## config.mk

```make
export PLATFORM = sky130hd
export DESIGN_NAME = replay_protection_list_top
export DESIGN_NICKNAME = d
export VERILOG_FILES = /design/src/hdl/rpl_pkg.sv /design/src/hdl/rpl_cell.sv /design/src/hdl/replay_protection_list_top.sv
export SDC_FILE = /design/constraint.sdc
export NUM_CORES = 2
export LEC_CHECK = 0
export ABC_AREA = 0
export BUFFER_PORTS_ARGS = -buffer_cell sky130_fd_sc_hd__buf_4
export CAP_MARGIN = 20
export CORE_UTILIZATION = 40
export DETAILED_ROUTE_END_ITERATION = 7
export HOLD_SLACK_MARGIN = 0.12
export PLACE_DENSITY = 0.63
export SYNTH_ARGS = -nofsm -noshare
export SYNTH_HDL_FRONTEND = slang
export SYNTH_HIERARCHICAL = 1
export SYNTH_SLANG_ARGS = --single-unit
```

## constraint.sdc

```tcl
create_clock -name clk -period 29 [get_ports clk]
set_clock_uncertainty 0.1 [all_clocks]
set_input_delay 4.35 -clock clk [delete_from_list [all_inputs] [get_ports clk]]
set_output_delay 4.35 -clock clk [all_outputs]
set_load 0.01 [all_outputs]
```

## src/hdl/rpl_pkg.sv

```systemverilog
// shared types, codes and sizes of the replay protection list
// no dependencies
`default_nettype none

package rpl_pkg;

  localparam int ENTRIES = 32;
  localparam int CNT_W = $clog2(ENTRIES + 1);

  localparam int SRC_W = 16;
  localparam int SEQ_W = 24;
  localparam int IV_W = 32;
  localparam int KIND_W = 2;
  localparam int STATUS_W = 2;
  localparam int OCC_W = 6;
  localparam int ACT_W = 6;

  localparam logic [KIND_W-1:0] KIND_CHECK = 2'd0;
  localparam logic [KIND_W-1:0] KIND_UPDATE = 2'd1;
  localparam logic [KIND_W-1:0] KIND_CLEAR = 2'd2;

  localparam logic [STATUS_W-1:0] STATUS_OK = 2'd0;
  localparam logic [STATUS_W-1:0] STATUS_REPLAY = 2'd1;
  localparam logic [STATUS_W-1:0] STATUS_FULL = 2'd2;

  // word address of the active_entries register
  localparam logic REG_ACTIVE = 1'b0;

  typedef struct packed {
    logic [SRC_W-1:0] src;
    logic [SEQ_W-1:0] seq;
    logic [IV_W-1:0]  iv;
  } req_t;

  typedef struct packed {
    logic             cmp_en;
    logic             wr_upd;
    logic             wr_app;
    logic [CNT_W-1:0] count;
  } cell_ctl_t;

  typedef struct packed {
    logic hit;
    logic replay;
  } chain_t;

endpackage

`default_nettype wire

```

## src/hdl/rpl_cell.sv

```systemverilog
// one table entry with its own source compare and replay test
// depends on rpl_pkg
`default_nettype none

module rpl_cell (
  input  wire                     clk,
  input  wire                     rst,
  input  wire [rpl_pkg::CNT_W-1:0] idx,
  input  wire rpl_pkg::req_t      req,
  input  wire rpl_pkg::cell_ctl_t ctl,
  input  wire rpl_pkg::chain_t    chain_in,
  output rpl_pkg::chain_t         chain_out
);

  logic [rpl_pkg::SRC_W-1:0] src;
  logic [rpl_pkg::SEQ_W-1:0] seq;
  logic [rpl_pkg::IV_W-1:0]  iv;
  logic                      match;
  logic                      replay;

  always_ff @(posedge clk) begin
    if (rst) begin
      match  <= 1'b0;
      replay <= 1'b0;
    end else if (ctl.cmp_en) begin
      // only entries below the fill count take part
      match  <= (idx < ctl.count) && (src == req.src);
      replay <= (req.seq <= seq) || (req.iv < iv);
    end
  end

  always_ff @(posedge clk) begin
    if (ctl.wr_app && (idx == ctl.count)) begin
      src <= req.src;
      seq <= req.seq;
      iv  <= req.iv;
    end else if (ctl.wr_upd && match) begin
      seq <= req.seq;
      iv  <= req.iv;
    end
  end

  assign chain_out.hit    = chain_in.hit | match;
  assign chain_out.replay = chain_in.replay | (match & replay);

endmodule

`default_nettype wire

```

## src/hdl/replay_protection_list_top.sv

```systemverilog
// top level: stream ports, register port, request control and the row of entry cells
// depends on rpl_pkg and rpl_cell
`default_nettype none

// Replay protection list. Each request goes through these steps from acceptance to
// result: it is latched, every cell compares its entry with the source, and then the
// hit and replay flags are collected along the row of cells, an update writes the table and
// the result is loaded into the output register once that register is free. The next
// request is accepted in the cycle after the result is loaded, even while that
// result still waits on m_tready; a new request is never taken before the last
// result is loaded. The table holds up to 32 entries; active_entries limits appending. There
// is no clearing pass: a clear request empties the table at once.

module replay_protection_list_top (
  input  wire        clk,
  input  wire        rst,
  input  wire        s_tvalid,
  output logic       s_tready,
  input  wire [71:0] s_tdata,   // src[15:0], seq[39:16], iv[71:40]
  input  wire [1:0]  s_tuser,   // kind[1:0]
  output logic       m_tvalid,
  input  wire        m_tready,
  output logic [15:0] m_tdata,  // status[1:0], full_res[2], occupancy[8:3], zero[15:9]
  input  wire        psel,
  input  wire        penable,
  input  wire        pwrite,
  input  wire [2:0]  paddr,
  input  wire [31:0] pwdata,
  output logic [31:0] prdata,
  output logic       pready
);

  localparam logic [1:0] ST_IDLE = 2'd0;
  localparam logic [1:0] ST_CMP  = 2'd1;
  localparam logic [1:0] ST_RES  = 2'd2;

  logic [1:0]                   state;
  logic [1:0]                   state_next;
  logic [rpl_pkg::ACT_W-1:0]    active_entries;
  logic [rpl_pkg::CNT_W-1:0]    count;
  logic [rpl_pkg::CNT_W-1:0]    count_next;
  logic [rpl_pkg::CNT_W-1:0]    cap;
  logic [rpl_pkg::KIND_W-1:0]   kind;
  rpl_pkg::req_t                req;
  rpl_pkg::cell_ctl_t           ctl;
  rpl_pkg::chain_t              chain [rpl_pkg::ENTRIES+1];
  logic [rpl_pkg::STATUS_W-1:0] status;
  logic                         room;
  logic                         go;

  // register port
  assign pready = 1'b1;
  assign prdata = {{(32 - rpl_pkg::ACT_W){1'b0}}, active_entries};

  always_ff @(posedge clk) begin
    if (rst) begin
      active_entries <= rpl_pkg::ACT_W'(32);
    end else if (psel && penable && pwrite && (paddr[2] == rpl_pkg::REG_ACTIVE)) begin
      active_entries <= pwdata[rpl_pkg::ACT_W-1:0];
    end
  end

  // capacity saturates at the table size
  always_comb begin
    if (32'(active_entries) > 32'(rpl_pkg::ENTRIES)) begin
      cap = rpl_pkg::CNT_W'(rpl_pkg::ENTRIES);
    end else begin
      cap = rpl_pkg::CNT_W'(active_entries);
    end
  end

  assign s_tready = (state == ST_IDLE);
  assign go       = (state == ST_RES) && (!m_tvalid || m_tready);
  assign room     = count < cap;

  always_ff @(posedge clk) begin
    if (s_tvalid && s_tready) begin
      kind    <= s_tuser;
      req.src <= s_tdata[15:0];
      req.seq <= s_tdata[39:16];
      req.iv  <= s_tdata[71:40];
    end
  end

  always_comb begin
    unique case (state)
      ST_IDLE: state_next = (s_tvalid) ? ST_CMP : ST_IDLE;
      ST_CMP:  state_next = ST_RES;
      ST_RES:  state_next = (go) ? ST_IDLE : ST_RES;
      default: state_next = ST_IDLE;
    endcase
  end

  always_ff @(posedge clk) begin
    if (rst) begin
      state <= ST_IDLE;
    end else begin
      state <= state_next;
    end
  end

  // row of entry cells; hit and replay ripple from cell to cell
  assign ctl.cmp_en = (state == ST_CMP);
  assign ctl.wr_upd = go && (kind == rpl_pkg::KIND_UPDATE) && chain[rpl_pkg::ENTRIES].hit;
  assign ctl.wr_app = go && (kind == rpl_pkg::KIND_UPDATE) && !chain[rpl_pkg::ENTRIES].hit
                      && room;
  assign ctl.count  = count;

  assign chain[0] = '0;

  for (genvar g = 0; g < rpl_pkg::ENTRIES; g++) begin : g_cell
    rpl_cell u_cell (
      .clk       (clk),
      .rst       (rst),
      .idx       (rpl_pkg::CNT_W'(g)),
      .req       (req),
      .ctl       (ctl),
      .chain_in  (chain[g]),
      .chain_out (chain[g+1])
    );
  end

  always_comb begin
    status     = rpl_pkg::STATUS_OK;
    count_next = count;
    unique case (kind)
      rpl_pkg::KIND_CHECK: begin
        if (chain[rpl_pkg::ENTRIES].replay) begin
          status = rpl_pkg::STATUS_REPLAY;
        end
      end
      rpl_pkg::KIND_UPDATE: begin
        if (!chain[rpl_pkg::ENTRIES].hit) begin
          if (room) begin
            count_next = count + 1'b1;
          end else begin
            status = rpl_pkg::STATUS_FULL;
          end
        end
      end
      rpl_pkg::KIND_CLEAR: count_next = '0;
      default: status = rpl_pkg::STATUS_OK;
    endcase
  end

  always_ff @(posedge clk) begin
    if (rst) begin
      count    <= '0;
      m_tvalid <= 1'b0;
    end else begin
      if (go) begin
        count    <= count_next;
        m_tvalid <= 1'b1;
      end else if (m_tready) begin
        m_tvalid <= 1'b0;
      end
    end
  end

  always_ff @(posedge clk) begin
    if (go) begin
      m_tdata <= {7'b0, rpl_pkg::OCC_W'(count_next), (count_next >= cap), status};
    end
  end

endmodule

`default_nettype wire

```

==> results.txt <==
----------------------------------------------------
[Outcome]
  Outcome ... finished, violations left
  Violated checks ... design-rule violations

[Synth]
  Number of enable flip-flop cells after synthesis ... ~2400
  Post-synthesis cell area ... about 130000 sq um
  Syn_area_per_cell ... ~12 sq um
  Predominant post-synthesis flop cell ... sky130_fd_sc_hd__edfxtp_1
  Sequential-to-total area share from yosys stat ... 0.562
  Flop and latch count out of synthesis ... 2466
  Share of synthesized registers carrying an async set or reset ... 0
  Synthesis Warnings ... 6
  Synth Instances ... 10500
  Post-synthesis cell type count ... 53

[STA]
  FMAX ... 0.0786 GHz
  Headroom to the max-slew limit ... 0.115
  Final critical delay including setup and external delays ... 12.73 ns
  Number of hold violations in the final report ... 0
  Share of the cycle needed by the critical path after routing ... 0.439
  Worst slew pin tran ... 1.32 ns
  Max-slew violation count ... 0
  RSZ-0062 raised after global routing ... no
  Final TNS setup ... 0 ns
  Number of failing setup endpoints in the final timing report ... 0

[Clocking]
  Number of sinks driven by the clock tree ... roughly 2500
  Clock latency on the worst-skew pair ... approximately 0.9 ns
  CTS root buf ... sky130_fd_sc_hd__clkbuf_16
  Level count of the clock H-tree ... 5
  Number of setup buffers added after CTS ... 0
  Post-CTS Resized ... 0
  Number of hold-repair buffers added at the cts stage ... 0
  Max clock buf depth ... 4
  Clock edge transition at the registers on the reported setup and hold paths ... around 0.060 ns
  Number of buffers created by CTS ... 278
  TritonCTS clock tree ... done

[Worst hold path]
  Min-Delay Path Depth ... 2
  Class of the tightest hold or removal check ... reg -> reg

[Power]
  Power share of the combinational group ... 0.082
  Net switching power ... 1.92 mW
  Cell internal pwr ... about 6.2 mW
  Switching power as a share of total power ... 0.237
  Largest vdd supply drop ... 0.0000408 V
  Static power due to leakage ... 62.5 nW
  Proportion of power drawn by flip-flops and latches ... 0.490
  Cell area power density ... 54.6 nW/um^2
  Share of total power in the clock network ... 0.428

[Final layout]
  Synthesis-to-finish area growth ... 13.5%
  Final Net Count ... about 13000
  Non-Filler Instances ... 15900
  Fraction of layout instances using a drive strength above 1 ... 0.0722

[Die]
  Area enclosed by the die boundary ... about 330000 sq um
  Boundary Pins ... around 170
  Initial Utilization ... 0.402
  Standard-cell row count ... ~210
  Chip width ... 573 um
  Floorplan die height ... 573 um
  Core area ... 324000 sq um

[Critical path]
  Class of the most critical setup path ... reg -> reg
  Cell occurring most often along the worst timing path ... sky130_fd_sc_hd__or2_2
  Worst Path Required ... 29.39 ns
  Path depth of the worst reg2reg path ... 39
  Count of cell instances traversed by the critical path ... 39
  Crit path buffers/inverters ... 3
  Category of cells accounting for the largest share of critical-path delay ... simple AND/OR/NAND/NOR gates
  Crit path largest cell delay ... roughly 0.63 ns
  Largest fanout of any net on the critical path ... 56
  Category of the worst setup path launch point ... register
  Arrival time worst endpoint ... 13.12 ns
  Critical-path top delay cell ... sky130_fd_sc_hd__nor3_2
  Endpoint kind of the worst setup timing path ... register

[Detailed routing]
  Drt wl/cell ... 21.1 um
  Number of nets still failing antenna checks after routing ... 0
  First-iteration detailed-routing DRC count ... 6353
  Total length of routed wires ... 335000 um
  Count of vias placed by the detailed router ... 84900
  DR pass1 iterations ... 8
  Via-to-Cell Ratio ... approximately 5.4
  DRC violation count after routing ... 51

[GRT]
  All-Layer GR Usage ... 0.200
  Number of global-route vias before repair ... 86600
  Antenna violations before repair ... 9
  First-pass GRT wire length ... 507000 um
  Total overflow reported by the global router ... 0
  Largest net degree at the start of global routing ... 57

[Flow run]
  Number of max-capacitance violations reported ... 0

[Placed design]
  Cell total after placement ... approximately 15000
  Routability congestion estimate ... approximately 0.8
  Placed wire-length estimate ... 203000 um
  Port buffer count ... 104

----------------------------------------------------
==> cells in the mapped netlist (all sizes together), types with 106 or more instances <==
library cell	n	share of area
nor2	106	0.0031
nor3	130	0.0051
nor4	195	0.0094
ha	1966	0.19
nand3	198	0.0076
nand2	493	0.014
a21oi	743	0.029
edfxtp	2387	0.55
xor2	512	0.034
inv	2024	0.058
nand4	387	0.019
o21ai	228	0.0087
a21o	162	0.0093
==> kinds of logic (layout without fill, tap and decap cells) <==
group	after synthesis	after routing	share of synthesized area
AND/OR/NAND/NOR	1827	1827	0.0743
adder cells (fa/ha/maj)	1966	1966	0.189
flip-flops	2466	2466	0.562
other	2	231	0.0000576
AO/OA/AOI/OAI	1666	1666	0.0799
XOR/XNOR	512	512	0.0344
buffers and inverters	2062	2853	0.0605
multiplexers	7	7	0.000537
==> metal layers <==
layer / global-route usage / routed length (um)
met5: 0 / 0
met4: 0.0646 / 10300
met3: 0.0189 / 17800
met2: 0.338 / 157000
met1: 0.271 / 150000
==> layout by cell type, fill, tap and decap left out, types with 33 or more instances in the layout <==
cell / count
sky130_fd_sc_hd__edfxtp_1: 2387
sky130_fd_sc_hd__a211oi_1: 65
sky130_fd_sc_hd__nand3_1: 198
sky130_fd_sc_hd__nor3_1: 96
sky130_fd_sc_hd__ha_1: 1966
sky130_fd_sc_hd__a211o_1: 64
sky130_fd_sc_hd__clkbuf_1: 69
sky130_fd_sc_hd__buf_4: 309
sky130_fd_sc_hd__nand2b_1: 71
sky130_fd_sc_hd__clkbuf_16: 287
sky130_fd_sc_hd__a21oi_1: 743
sky130_fd_sc_hd__o31ai_1: 68
sky130_fd_sc_hd__dfxtp_1: 73
sky130_fd_sc_hd__conb_1: 228
sky130_fd_sc_hd__nand2_1: 493
sky130_fd_sc_hd__o21ai_0: 228
sky130_fd_sc_hd__nor3_2: 33
sky130_fd_sc_hd__nor4_1: 194
sky130_fd_sc_hd__or4_1: 36
sky130_fd_sc_hd__o21bai_1: 64
sky130_fd_sc_hd__a21o_1: 130
sky130_fd_sc_hd__a2111oi_0: 96
sky130_fd_sc_hd__nand4_1: 387
sky130_fd_sc_hd__clkinv_2: 38
sky130_fd_sc_hd__inv_1: 2024
sky130_fd_sc_hd__clkinv_1: 44
sky130_fd_sc_hd__and4_1: 33
sky130_fd_sc_hd__o211ai_1: 98
sky130_fd_sc_hd__nor2b_1: 100
sky130_fd_sc_hd__xor2_1: 512
sky130_fd_sc_hd__nor2_1: 106
==> layout make-up <==
type	count	area [sq um]
multi-input cells	6206	50300
flip-flops and latches	2466	73300
repair buffers	333	2570
fillers	28800	176000
clock buffers	370	7630
inverters	2024	7600
well taps	4325	5410
diodes	3	7.51
clock inverters	126	1230
==> worst paths after layout <==
path	startpoint	end	slack (ns)
worst max-delay path	g_cell[0].u_cell/match	g_cell[3].u_cell/iv[7]	16.27
worst max register to register	g_cell[0].u_cell/match	g_cell[3].u_cell/iv[7]	16.27
worst min register to register	g_cell[24].u_cell/match	g_cell[24].u_cell/match	0.40
worst min-delay path	g_cell[24].u_cell/match	g_cell[24].u_cell/match	0.40
==> flip-flops by register name, summed over array words and instances, names as in the netlist <==
name and flops:
g_cell.u_cell/src 512, m_tvalid 1, state 2, g_cell.u_cell/replay 32, req 72, g_cell.u_cell/match 32
count 6, m_tdata 9, g_cell.u_cell/seq 768, active_entries 6, kind 2, g_cell.u_cell/iv 1024
==> power groups by stage <==
stage	Clock (mW)	Sequential, mW	Combinational, mW
4_1_cts	3.54	3.96	0.661
3_5_place_dp	0	4.04	0.656
3_3_place_gp	0	4.04	0.620
6_report	3.47	3.96	0.662
2_1_floorplan	0	4.10	0.304
5_1_grt	3.66	3.96	0.732
==> per-stage QoR <==
step	power, mW	instance area, sq um	util	hold slack, ns	setup WS, ns
after CTS	8.16	148000	0.456	0.391	15.94
final	8.09	148000	0.457	0.395	16.27
after floorplan	4.40	131000	-	0.357	16.51
after global placement	4.66	139000	0.429	0.378	15.94
after global routing	8.35	148000	0.457	0.418	15.93
after detailed placement	4.69	139000	0.429	0.380	15.98
==> tightest hold or removal path, delay by kind of cell, from the launching register on <==
kind               cells  cell delay (ns)
and+or+nand+nor        1             0.07
AOI/OAI and AO/OA      1             0.05
DFF                    1             0.33
(Power assumes the default switching activity.)
